$ cat src/rtl/core/tmgc_pkg.sv
// ----------------------------------------------------------------------------
// tmgc_pkg
// Shared types and constants of the template match gesture classifier:
// sample and distance widths, the token that runs down the cell chain,
// the configuration write bundle and the register indexes.
// ----------------------------------------------------------------------------
package tmgc_pkg;

    // Widths of the sample and profile fields.
    localparam int SAMPLE_W     = 10;
    localparam int FINGER_PORTS = 4;
    localparam int PROFILE_W    = 41;
    localparam int RECORDED_BIT = 40;
    localparam int DIST_W       = 16;
    localparam int CLASS_W      = 3;
    localparam int CFG_IDX_W    = 3;
    localparam int CFG_DATA_W   = 41;
    localparam int HOLD_W       = 16;
    localparam int COUNT_W      = 8;

    // Register indexes of the configuration port.
    localparam int                   PROFILE_REGS    = 6;
    localparam logic [CFG_IDX_W-1:0] CFG_CALIBRATED  = 3'd6;
    localparam logic [CFG_IDX_W-1:0] CFG_HOLD_COUNTS = 3'd7;

    // Reset value of the hold counts: compose 3, debounce 2.
    localparam logic [HOLD_W-1:0] HOLD_RESET = 16'd515;

    // Class codes and distance markers.
    localparam logic [CLASS_W-1:0] NONE_CLASS = 3'd6;
    localparam logic [DIST_W-1:0]  UNRECORDED = 16'hFFFF;

    // Threshold arithmetic. The separation is capped where the clamp to the
    // upper bound already decides the result, so the scaled value stays small.
    localparam int                SEP_CAP_W   = 11;
    localparam logic [SEP_CAP_W-1:0] SEP_CAP  = 11'd2047;
    localparam logic [DIST_W-1:0] NO_SEP      = 16'd100;
    localparam int                SCALED_W    = 13;
    localparam int                RECIP_W     = 16;
    localparam logic [RECIP_W-1:0] RECIP_10   = 16'd52429;
    localparam int                RECIP_SHIFT = 19;
    localparam int                PROD_W      = SCALED_W + RECIP_W;
    localparam int                QUOT_W      = 10;
    localparam logic [DIST_W-1:0] THR_MIN     = 16'd50;
    localparam logic [DIST_W-1:0] THR_MAX     = 16'd400;
    localparam logic [COUNT_W-1:0] STABLE_MAX = 8'd255;

    typedef logic [SAMPLE_W-1:0]  t_sample;
    typedef logic [DIST_W-1:0]    t_dist;
    typedef logic [CLASS_W-1:0]   t_class;
    typedef logic [FINGER_PORTS-1:0][SAMPLE_W-1:0] t_samples;

    // Data carried from cell to cell along the chain.
    typedef struct packed {
        t_samples samples;
        t_dist    min_d;
        t_dist    sec_d;
        t_class   best;
    } t_token;

    // One configuration write.
    typedef struct packed {
        logic                  we;
        logic [CFG_IDX_W-1:0]  index;
        logic [CFG_DATA_W-1:0] data;
    } t_cfg_wr;

endpackage

$ cat src/rtl/core/tmgc_cell.sv
// ----------------------------------------------------------------------------
// tmgc_cell
// One cell of the profile chain. It holds one gesture profile, forms the L1
// distance of the passing sample set to it, and folds that distance into the
// running nearest and second-nearest result before handing it on.
// ----------------------------------------------------------------------------
module tmgc_cell #(
    parameter int G_IDX   = 0,
    parameter int FINGERS = 4
) (
    input  logic             i_clk,
    input  logic             i_rst_n,
    input  logic             i_adv,
    input  tmgc_pkg::t_cfg_wr i_cfg,
    input  logic             i_valid,
    input  tmgc_pkg::t_token i_token,
    output logic             o_valid,
    output tmgc_pkg::t_token o_token
);
    import tmgc_pkg::*;

    localparam int NF       = (FINGERS < FINGER_PORTS) ? FINGERS : FINGER_PORTS;
    localparam bit WRITABLE = (G_IDX < PROFILE_REGS);

    logic [PROFILE_W-1:0] r_profile;
    t_dist                n_dist;
    t_token               n_token;
    logic                 r_valid;
    t_token               r_token;

    // Profile register; only the cells backed by a register can be written.
    always_ff @(posedge i_clk) begin
        if (!i_rst_n) begin
            r_profile <= '0;
        end else if (WRITABLE && i_cfg.we && (i_cfg.index == CFG_IDX_W'(G_IDX))) begin
            r_profile <= i_cfg.data[PROFILE_W-1:0];
        end
    end

    // L1 distance over the compared fingers.
    always_comb begin : dist_calc
        t_sample tv;
        t_sample sv;
        tv     = '0;
        sv     = '0;
        n_dist = '0;
        for (int f = 0; f < NF; f++) begin
            tv = r_profile[f*SAMPLE_W +: SAMPLE_W];
            sv = i_token.samples[f];
            n_dist = n_dist + ((sv > tv) ? DIST_W'(sv - tv) : DIST_W'(tv - sv));
        end
        if (!r_profile[RECORDED_BIT]) begin
            n_dist = UNRECORDED;
        end
    end

    // Running top two; a tie keeps the earlier (lower index) profile.
    always_comb begin
        n_token = i_token;
        if (n_dist < i_token.min_d) begin
            n_token.sec_d = i_token.min_d;
            n_token.min_d = n_dist;
            n_token.best  = CLASS_W'(G_IDX);
        end else if (n_dist < i_token.sec_d) begin
            n_token.sec_d = n_dist;
        end
    end

    // Hand the token to the next cell.
    always_ff @(posedge i_clk) begin
        if (!i_rst_n) begin
            r_valid <= 1'b0;
        end else if (i_adv) begin
            r_valid <= i_valid;
        end
    end

    always_ff @(posedge i_clk) begin
        if (i_adv) begin
            r_token <= n_token;
        end
    end

    assign o_valid = r_valid;
    assign o_token = r_token;

endmodule

$ cat src/rtl/core/tmgc_thresh.sv
// ----------------------------------------------------------------------------
// tmgc_thresh
// Adaptive threshold and class decision. Stage one scales the separation
// between the two nearest profiles by 3/10 through a reciprocal multiply;
// stage two adds the minimum, clamps to 50..400 or uses the fallback, and picks the class.
// ----------------------------------------------------------------------------
module tmgc_thresh #(
    parameter int FALLBACK_THRESHOLD = 200
) (
    input  logic             i_clk,
    input  logic             i_rst_n,
    input  logic             i_adv,
    input  logic             i_valid,
    input  tmgc_pkg::t_token i_token,
    output logic             o_valid,
    output tmgc_pkg::t_class o_class
);
    import tmgc_pkg::*;

    t_dist                 sep;
    logic [SEP_CAP_W-1:0]  sep_cap;
    logic [SCALED_W-1:0]   scaled;
    logic [PROD_W-1:0]     n_prod;

    logic                  r_s1_valid;
    logic [PROD_W-1:0]     r_s1_prod;
    t_dist                 r_s1_min;
    t_class                r_s1_best;

    logic [QUOT_W-1:0]     quot;
    logic [DIST_W:0]       thr_sum;
    t_dist                 thr;
    t_class                n_class;

    logic                  r_s2_valid;
    t_class                r_s2_class;

    // Separation, capped, times three, times the reciprocal of ten.
    always_comb begin
        sep     = (i_token.sec_d > i_token.min_d) ? (i_token.sec_d - i_token.min_d) : NO_SEP;
        sep_cap = (sep > DIST_W'(SEP_CAP)) ? SEP_CAP : sep[SEP_CAP_W-1:0];
        scaled  = SCALED_W'(sep_cap) * SCALED_W'(3);
        n_prod  = PROD_W'(scaled) * PROD_W'(RECIP_10);
    end

    always_ff @(posedge i_clk) begin
        if (!i_rst_n) begin
            r_s1_valid <= 1'b0;
        end else if (i_adv) begin
            r_s1_valid <= i_valid;
        end
    end

    always_ff @(posedge i_clk) begin
        if (i_adv) begin
            r_s1_prod <= n_prod;
            r_s1_min  <= i_token.min_d;
            r_s1_best <= i_token.best;
        end
    end

    // Threshold with clamp, fallback when nothing is recorded, class pick.
    always_comb begin
        quot    = r_s1_prod[RECIP_SHIFT +: QUOT_W];
        thr_sum = (DIST_W+1)'(r_s1_min) + (DIST_W+1)'(quot);
        if (thr_sum < (DIST_W+1)'(THR_MIN)) begin
            thr = THR_MIN;
        end else if (thr_sum > (DIST_W+1)'(THR_MAX)) begin
            thr = THR_MAX;
        end else begin
            thr = thr_sum[DIST_W-1:0];
        end
        if (r_s1_best == NONE_CLASS) begin
            thr = DIST_W'(FALLBACK_THRESHOLD);
        end
        n_class = (r_s1_min > thr) ? NONE_CLASS : r_s1_best;
    end

    always_ff @(posedge i_clk) begin
        if (!i_rst_n) begin
            r_s2_valid <= 1'b0;
        end else if (i_adv) begin
            r_s2_valid <= r_s1_valid;
        end
    end

    always_ff @(posedge i_clk) begin
        if (i_adv) begin
            r_s2_class <= n_class;
        end
    end

    assign o_valid = r_s2_valid;
    assign o_class = r_s2_class;

endmodule

$ cat src/rtl/core/tmgc_debounce.sv
// ----------------------------------------------------------------------------
// tmgc_debounce
// Debounce of the raw class and the output register. Holds the calibrated
// flag and the hold counts, plus the last class, compose and stable counts.
// ----------------------------------------------------------------------------
module tmgc_debounce (
    input  logic              i_clk,
    input  logic              i_rst_n,
    input  logic              i_adv,
    input  tmgc_pkg::t_cfg_wr i_cfg,
    input  logic              i_valid,
    input  tmgc_pkg::t_class  i_class,
    output logic              o_valid,
    output tmgc_pkg::t_class  o_gesture
);
    import tmgc_pkg::*;

    logic                r_calibrated;
    logic [HOLD_W-1:0]   r_hold;
    t_class              r_last;
    t_class              n_last;
    logic [COUNT_W-1:0]  r_compose;
    logic [COUNT_W-1:0]  n_compose;
    logic [COUNT_W-1:0]  r_stable;
    logic [COUNT_W-1:0]  n_stable;
    t_class              n_out;
    logic                r_out_valid;
    t_class              r_out;
    logic [COUNT_W-1:0]  compose_ticks;
    logic [COUNT_W-1:0]  debounce_cnt;

    // Configuration registers owned by this stage.
    always_ff @(posedge i_clk) begin
        if (!i_rst_n) begin
            r_calibrated <= 1'b0;
            r_hold       <= HOLD_RESET;
        end else if (i_cfg.we) begin
            if (i_cfg.index == CFG_CALIBRATED) begin
                r_calibrated <= i_cfg.data[0];
            end
            if (i_cfg.index == CFG_HOLD_COUNTS) begin
                r_hold <= i_cfg.data[HOLD_W-1:0];
            end
        end
    end

    assign compose_ticks = r_hold[COUNT_W-1:0];
    assign debounce_cnt  = r_hold[HOLD_W-1:COUNT_W];

    // Next debounce state and output value for one transaction.
    always_comb begin
        n_last    = r_last;
        n_compose = r_compose;
        n_stable  = r_stable;
        n_out     = NONE_CLASS;
        if (r_calibrated) begin
            if (i_class != r_last) begin
                n_last    = i_class;
                n_compose = COUNT_W'(1);
                n_stable  = '0;
            end else if (r_compose < compose_ticks) begin
                n_compose = r_compose + COUNT_W'(1);
            end else begin
                if (r_stable < STABLE_MAX) begin
                    n_stable = r_stable + COUNT_W'(1);
                end
                if (n_stable >= debounce_cnt) begin
                    n_out = i_class;
                end
            end
        end
    end

    always_ff @(posedge i_clk) begin
        if (!i_rst_n) begin
            r_last    <= NONE_CLASS;
            r_compose <= '0;
            r_stable  <= '0;
        end else if (i_adv && i_valid) begin
            r_last    <= n_last;
            r_compose <= n_compose;
            r_stable  <= n_stable;
        end
    end

    // Output register.
    always_ff @(posedge i_clk) begin
        if (!i_rst_n) begin
            r_out_valid <= 1'b0;
        end else if (i_adv) begin
            r_out_valid <= i_valid;
        end
    end

    always_ff @(posedge i_clk) begin
        if (i_adv && i_valid) begin
            r_out <= n_out;
        end
    end

    assign o_valid   = r_out_valid;
    assign o_gesture = r_out;

endmodule

$ cat src/rtl/core/template_match_gesture_classifier_core.sv
// ----------------------------------------------------------------------------
// template_match_gesture_classifier_core
// Nearest-template L1 gesture classifier with adaptive threshold and debounce.
// ----------------------------------------------------------------------------
// The block accepts one set of finger samples per clock unless stalled and
// delivers one detected gesture per set, in order, after one register in
// each profile cell of the chain, two in the threshold stages and the
// debounce output register. A stalled output register freezes the whole
// pipeline, so o_stall follows i_stall whenever a result is waiting. The
// user must write profiles, the calibrated flag and the hold counts through
// the configuration port while no transaction is in flight; not enforced.
// ----------------------------------------------------------------------------
module template_match_gesture_classifier_core #(
    parameter int FINGERS            = 4,
    parameter int GESTURES           = 6,
    parameter int FALLBACK_THRESHOLD = 200
) (
    input  logic                             i_clk,
    input  logic                             i_rst_n,
    input  logic                             i_cfg_we,
    input  logic [tmgc_pkg::CFG_IDX_W-1:0]   i_cfg_index,
    input  logic [tmgc_pkg::CFG_DATA_W-1:0]  i_cfg_data,
    input  logic                             i_valid,
    output logic                             o_stall,
    input  logic [tmgc_pkg::SAMPLE_W-1:0]    i_finger_sample_0,
    input  logic [tmgc_pkg::SAMPLE_W-1:0]    i_finger_sample_1,
    input  logic [tmgc_pkg::SAMPLE_W-1:0]    i_finger_sample_2,
    input  logic [tmgc_pkg::SAMPLE_W-1:0]    i_finger_sample_3,
    output logic                             o_valid,
    input  logic                             i_stall,
    output logic [tmgc_pkg::CLASS_W-1:0]     o_detected_gesture
);
    import tmgc_pkg::*;

    t_cfg_wr cfg;
    logic    adv;
    logic    chain_valid [GESTURES+1];
    t_token  chain_token [GESTURES+1];
    logic    thr_valid;
    t_class  thr_class;

    // Configuration write bundle.
    assign cfg.we    = i_cfg_we;
    assign cfg.index = i_cfg_index;
    assign cfg.data  = i_cfg_data;

    // The pipeline moves unless a finished result is held by a stall.
    assign adv     = !(o_valid && i_stall);
    assign o_stall = !adv;

    // Entry token: no profile seen yet.
    assign chain_valid[0]               = i_valid;
    assign chain_token[0].samples[0]    = i_finger_sample_0;
    assign chain_token[0].samples[1]    = i_finger_sample_1;
    assign chain_token[0].samples[2]    = i_finger_sample_2;
    assign chain_token[0].samples[3]    = i_finger_sample_3;
    assign chain_token[0].min_d         = UNRECORDED;
    assign chain_token[0].sec_d         = UNRECORDED;
    assign chain_token[0].best          = NONE_CLASS;

    // Chain of profile cells.
    for (genvar g = 0; g < GESTURES; g++) begin : g_cell
        tmgc_cell #(
            .G_IDX   (g),
            .FINGERS (FINGERS)
        ) u_cell (
            .i_clk   (i_clk),
            .i_rst_n (i_rst_n),
            .i_adv   (adv),
            .i_cfg   (cfg),
            .i_valid (chain_valid[g]),
            .i_token (chain_token[g]),
            .o_valid (chain_valid[g+1]),
            .o_token (chain_token[g+1])
        );
    end

    // Threshold and class decision.
    tmgc_thresh #(
        .FALLBACK_THRESHOLD (FALLBACK_THRESHOLD)
    ) u_thresh (
        .i_clk   (i_clk),
        .i_rst_n (i_rst_n),
        .i_adv   (adv),
        .i_valid (chain_valid[GESTURES]),
        .i_token (chain_token[GESTURES]),
        .o_valid (thr_valid),
        .o_class (thr_class)
    );

    // Debounce and output register.
    tmgc_debounce u_debounce (
        .i_clk     (i_clk),
        .i_rst_n   (i_rst_n),
        .i_adv     (adv),
        .i_cfg     (cfg),
        .i_valid   (thr_valid),
        .i_class   (thr_class),
        .o_valid   (o_valid),
        .o_gesture (o_detected_gesture)
    );

endmodule
$ cat config.mk
export PLATFORM = sky130hd
export DESIGN_NAME = template_match_gesture_classifier_core
export DESIGN_NICKNAME = d
export VERILOG_FILES = /design/src/rtl/core/tmgc_pkg.sv /design/src/rtl/core/tmgc_cell.sv /design/src/rtl/core/tmgc_thresh.sv /design/src/rtl/core/tmgc_debounce.sv /design/src/rtl/core/template_match_gesture_classifier_core.sv
export SDC_FILE = /design/constraint.sdc
export NUM_CORES = 2
export LEC_CHECK = 0
export BUFFER_PORTS_ARGS = -buffer_cell sky130_fd_sc_hd__buf_2
export CAP_MARGIN = 10
export CORE_MARGIN = 1
export CORE_UTILIZATION = 42
export CTS_BUF_LIST = sky130_fd_sc_hd__clkbuf_4 sky130_fd_sc_hd__clkbuf_8
export DETAILED_ROUTE_END_ITERATION = 10
export PLACE_DENSITY = 0.54
export RECOVER_POWER = 100
export SYNTH_ARGS = -nofsm -noshare
export SYNTH_HDL_FRONTEND = slang
export SYNTH_SLANG_ARGS = --single-unit
$ cat constraint.sdc
create_clock -name i_clk -period 37.8 [get_ports i_clk]
set_clock_uncertainty 0.1 [all_clocks]
set_input_delay 1.89 -clock i_clk [delete_from_list [all_inputs] [get_ports i_clk]]
set_output_delay 1.89 -clock i_clk [all_outputs]
set_load 0.02 [all_outputs]
======== Yosys cells after proc, flatten, opt, wreduce, memory -nomap -nowiden ========
Cells that the tools add are included.
storage, ports and cells
  bits in registers ....................... 739
  input port bits ......................... 89
cells by class
  $add $sub $neg .......................... 70
  multipliers ............................. 2
  $lt $le $gt $ge ......................... 43
  equality and inequality tests ........... 10
  multiplexer cells ....................... 59
  bitwise operators ....................... 2
  reduce and logical (&&, ||, !) cells .... 17
operators with widths
  cell                                                              number
  2-to-1 mux 16 bit                                                 49
  subtractor 10 x 10 -> 11 bit                                      48
  adder 16 bit                                                      18
  greater-than comparator 10 bit                                    24
  < comparator 16 bit                                               9
  2-to-1 mux 8 bit                                                  8
  greater-than comparator 16 bit                                    2
  < comparator 16 bit (second input constant)                       2
  multiplier 13 x 16 -> 29 bit (second input constant)              1
  adder 16 x 10 -> 17 bit                                           1
  greater-than comparator 17 x 9 -> 1 bit (second input constant)   1
  < comparator 17 x 6 -> 1 bit (second input constant)              1
  adder 8 x 1 -> 8 bit (second input constant)                      2
  greater-than comparator 16 x 11 -> 1 bit (second input constant)  1
  subtractor 16 bit                                                 1
  == test 3 bit (second input constant)                             5
  multiplier 11 x 2 -> 13 bit (second input constant)               1
  2-to-1 mux 11 bit                                                 1
  AND reduction 3 bit                                               3
  greater-or-equal comparator 8 bit                                 1
  logical AND 1 bit                                                 8
  < comparator 8 bit                                                1
  < comparator 8 bit (second input constant)                        1
  == test 3 x 2 -> 1 bit (second input constant)                    2
  10 further kinds                                                  12

======== Logic depth before layout (Yosys ltp) ========
  depth after elaboration ................. 9
  gate-level depth with buffers ........... 46
  gate-level depth less buffers ........... 46

======== Modules after synthesis ========
From an unflattened synthesis, not the netlist that was laid out.
unflattened totals
  cell total of the unflattened synthesis .. 7711
  area total of the unflattened synthesis .. 69003.7 µm²
modules (own cells, without submodules)
  module                                  times used  cells an instance  area each (µm²)  seq. area each (µm²)
  tmgc_cell at g_cell[2].u_cell           1           1135               10291.1          3093.0
  tmgc_cell at g_cell[3].u_cell           1           1120               10057.1          3093.0
  tmgc_cell at g_cell[4].u_cell           1           1121               10053.4          3093.0
  tmgc_cell at g_cell[0].u_cell           1           1118               10033.4          3093.0
  tmgc_cell at g_cell[5].u_cell           1           1140               10009.6          3093.0
  tmgc_cell at g_cell[1].u_cell           1           1112               9978.3           3093.0
  tmgc_thresh                             1           666                6187.2           1001.0
  tmgc_debounce                           1           295                2376.0           830.8
  template_match_gesture_classifier_core  1           4                  17.5             0.0

======== Worst setup path before layout ========
OpenSTA, ideal clock, no wires.
  path type ............................... input-to-output
  start ................................... input i_stall
  end ..................................... output o_stall
  data arrival time ....................... 18.372 ns
  data required time ...................... 35.810 ns
  setup slack ............................. 17.438 ns
  stages on the path ...................... 3
  path buffers ............................ 1
  path through ............................ nand2_1 clkbuf_1 clkinv_1
between the ends
  word-level cells in the longest chain between the ends .. 1
RTL lines
  element             line                                          source
  start: declaration  template_match_gesture_classifier_core.sv:30  input logic i_stall,
  logical AND 1 bit   template_match_gesture_classifier_core.sv:48  assign adv = !(o_valid && i_stall);
  end: declaration    template_match_gesture_classifier_core.sv:24  output logic o_stall,
Every way passes these cells.

==> run summary <==
* 8099 — Total Nets Final
* 18600 µm² — sequential cell area
* 717 — CTS sink count
* 0 — antenna-violating nets left
* edfxtp_1 21%, ha_1 17%, dfxtp_1 9.4%, fa_1 7.7%, inv_1 6.6% — top cells by area, synth
* 173 — maximum fanout count along the critical path
* 12.57 ns — minimum clock period
* 20 — max-capacitance violation count
* 0.322 ns — worst hold slack
* 0 — remaining routing DRC violations
* 0 — hold bufs inserted after CTS
* 0 — Final Hold Violating Endpoints
* flip-flop — CP Capture Type
* 6833 — Gate Count Post-Synth
* 79.6 MHz — maximum operating frequency
* 93 — # port buffers
* 0 — PostCTS Resize Cnt
* 43 — reg2reg path depth
* 23.5% — GR Util All Layers
* 140 — row count
* 30.2% — sequential fraction of the synthesis area
* clkbuf_8 — clock root cell
* 0 — final count of negative-setup-slack endpoints
* edfxtp_1 — largest area contributor in the synthesized netlist
* 0.06 ns — clock-pin slew on the worst setup and hold paths
* 0 — leftover overflow at the end of global routing
* 385 µm — Die Span Y
* 0 — Worst Hold Path Cells
* -383% — worst max-slew margin expressed relative to the limit
* 139000 µm — post-DP HPWL
* 25.23 ns — slack of the critical path
* 139 — cts bufs inserted
* 175000 µm — overall routed net length
* 14200 — number of filler cells placed in the layout
* 5.16 — vias per cell
* 61700 µm² — cell area after technology mapping
* 38200 µm² — multi-input gate area in the final layout
* 0 — Post-CTS Setup Inserts
* 104 — Yosys cell types
* 267000 µm — first-pass GRT wire length
* 8.76% — area delta synth->final
* 148000 µm² — die area
* 5 — TritonRoute pass-1 iters
* 1215 — Final Max Slew Viols
* 20.7% — share of the synthesized area in the top cell type
* 19.5 µm — average detailed-routed wire length per instance
* false — setup repair after global routing missed its margin
* 38.46 ns — required time at the endpoint of the critical path
* 717 — number of synthesized register bits
* 33.3% — Final Cycle Share
* 174 — pin count of the biggest net entering global routing
* flip-flop to flip-flop — Hold Path Class
* 0.917 — GPL Wtd Cong
* 94 — top-level port count
* primary input — critical path launch point type
* finished with violations — run status
* 5 — antenna violations before repair
* 46200 — total via count in the routed design
* 0% — proportion of register bits with asynchronous set or reset after synthesis
* 13.22 ns — signal arrival time at the worst endpoint
* 6.97% — fraction of final layout cells sized beyond drive strength 1
* max-capacitance violations, max-slew violations — violations in the final reports
* 0.90 ns — Worst-Skew Late Latency
* 426 — EDFF count, synth
* 9.02 µm² — mean instance size in the synthesized netlist
* 3 — Max Buffers Root-to-Sink
* 4 — number of H-tree levels
* primary input to flip-flop — classification of the worst setup path
* 42.3% — Starting Density
* 0 — Yosys warnings
* 26.96 ns — pre-CTS WS
* edfxtp_1 — Main synth FF type
* 45600 — vias in the first global route
* 385 µm — die width
* built — CTS tree
* 0 ns — TNS Setup
* 2800 — violation count after the first detailed-routing iteration
* 146000 µm² — core box area
* 7.25 ns — transition time at the pin with the least slew margin
final cells by class:
type / instances / area share (%)
sequential: 717 / 27.8
antenna: 3 / 0.0112
timing repair buffer: 138 / 1.02
tap: 1917 / 3.58
clock inverter: 63 / 1.08
inverter: 1085 / 6.07
clock buffer: 194 / 3.53
multi-input combinational: 4848 / 56.9
layout by cell type (no fill, tap or decap), types with 13 or more instances in the layout:
master / Yosys / routed
or3_1: 14 / 14
and3_1: 30 / 30
nand4_1: 42 / 42
buf_4: 6 / 30
mux2i_1: 178 / 178
buf_2: 24 / 45
edfxtp_1: 426 / 426
clkbuf_4: 0 / 48
o21bai_1: 33 / 33
clkinv_2: 0 / 25
nor2b_1: 77 / 77
and2_1: 26 / 19
a31o_2: 16 / 15
xor2_1: 103 / 104
a31oi_1: 30 / 30
dfxtp_1: 291 / 291
nor2_1: 228 / 226
ha_1: 844 / 844
nor3_1: 58 / 57
o211ai_1: 30 / 31
o21ai_0: 351 / 353
o31ai_1: 16 / 15
a21oi_1: 373 / 376
inv_1: 1084 / 1084
nor4_1: 16 / 16
a21boi_0: 300 / 302
a211oi_1: 35 / 35
clkbuf_1: 150 / 63
bufinv_16: 0 / 13
clkbuf_8: 0 / 146
fa_1: 237 / 237
o21a_1: 55 / 55
o22ai_1: 15 / 15
nand3_1: 85 / 84
mux2_2: 102 / 99
nand2b_1: 73 / 73
a21o_1: 147 / 147
nand2_1: 940 / 940
xnor2_1: 164 / 164
critical path, stage by stage:
cell	delay [ns]
clkbuf_1	3.27
clkbuf_1	5.31
o21ai_0	2.18
a21oi_1	0.52
cell families (layout without fill, tap and decap cells):
logic type	Yosys count	after routing	share of synthesized area, %
AO/OA/AOI/OAI	1556	1556	16.5
multiplexers	281	281	4.77
flip-flops	717	717	30.2
other	1	10	0.00608
buffers and inverters	1274	1480	7.88
XOR/XNOR	268	268	3.82
adder cells (fa/ha/maj)	1081	1081	24.8
AND/OR/NAND/NOR	1655	1655	12.0
metal layers:
layer	GRT usage (%)	vias to the layer above	share of wire, %	routed length, µm
met2	38.9	832	46	80800
li1	-	23300	-	-
met1	31.6	21900	46	81100
met5	0	-	0	0
met4	8.31	0	3.4	5920
met3	2.81	229	3.8	6670
worst paths after layout:
kind,from,to,slack (ns)
max reg2reg,g_cell[5].u_cell.o_token[19]$_DFFE_PN_,u_thresh.r_s1_prod[28]$_DFFE_PN_,25.96
min reg2reg,g_cell[5].u_cell.o_token[0]$_SDFFCE_PN1N_,u_thresh.r_s1_best[0]$_DFFE_PN_,0.32
min,g_cell[5].u_cell.o_token[0]$_SDFFCE_PN1N_,u_thresh.r_s1_best[0]$_DFFE_PN_,0.32
max,i_rst_n,u_debounce.r_compose[5]$_SDFFE_PN0P_,25.23
sequential cells by signal, summed over array words and instances, names as in the netlist, 6 cells and up:
register and flops:
u_thresh.r_s1_prod 10, u_thresh.r_s1_min 16, u_debounce.r_stable 8, u_debounce.r_compose 8, g_cell.u_cell.o_valid 6, u_debounce.r_hold 16, g_cell.u_cell.o_token 391, g_cell.u_cell.r_profile 246
per-stage QoR:
stage / instances / instance area [µm²] / utilization, %
after floorplan: 6839 / 61700 / -
after global placement: 8705 / 64200 / 44.0
after detailed placement: 8705 / 64200 / 44.0
after CTS: 8962 / 67300 / 46.2
after global routing: 8963 / 67100 / 46.0
final: 8965 / 67100 / 46.0
Yosys cell counts, types with 12 or more instances:
library cell	instances
and2_1	26
fa_1	237
ha_1	844
edfxtp_1	426
o21bai_1	33
o211ai_1	30
buf_2	24
nor3_1	58
nand4_1	42
clkbuf_1	150
o21ai_0	351
a21o_1	147
and3_1	30
nand2_1	940
a31o_2	16
nor2b_1	77
or3_1	14
o21a_1	55
nand3_1	85
o21ai_1	13
o31ai_1	16
xor2_1	103
inv_1	1084
nand2b_1	73
mux2_2	102
mux2i_1	178
nor4_1	16
a21boi_0	300
dfxtp_1	291
o22ai_1	15
a31oi_1	30
a211oi_1	35
nand3b_1	12
a21oi_1	373
xnor2_1	164
nor2_1	228
Power is left out: the tool's default activity adds up to more than one toggle a clock period on the data nets, which glitch-free logic cannot reach.
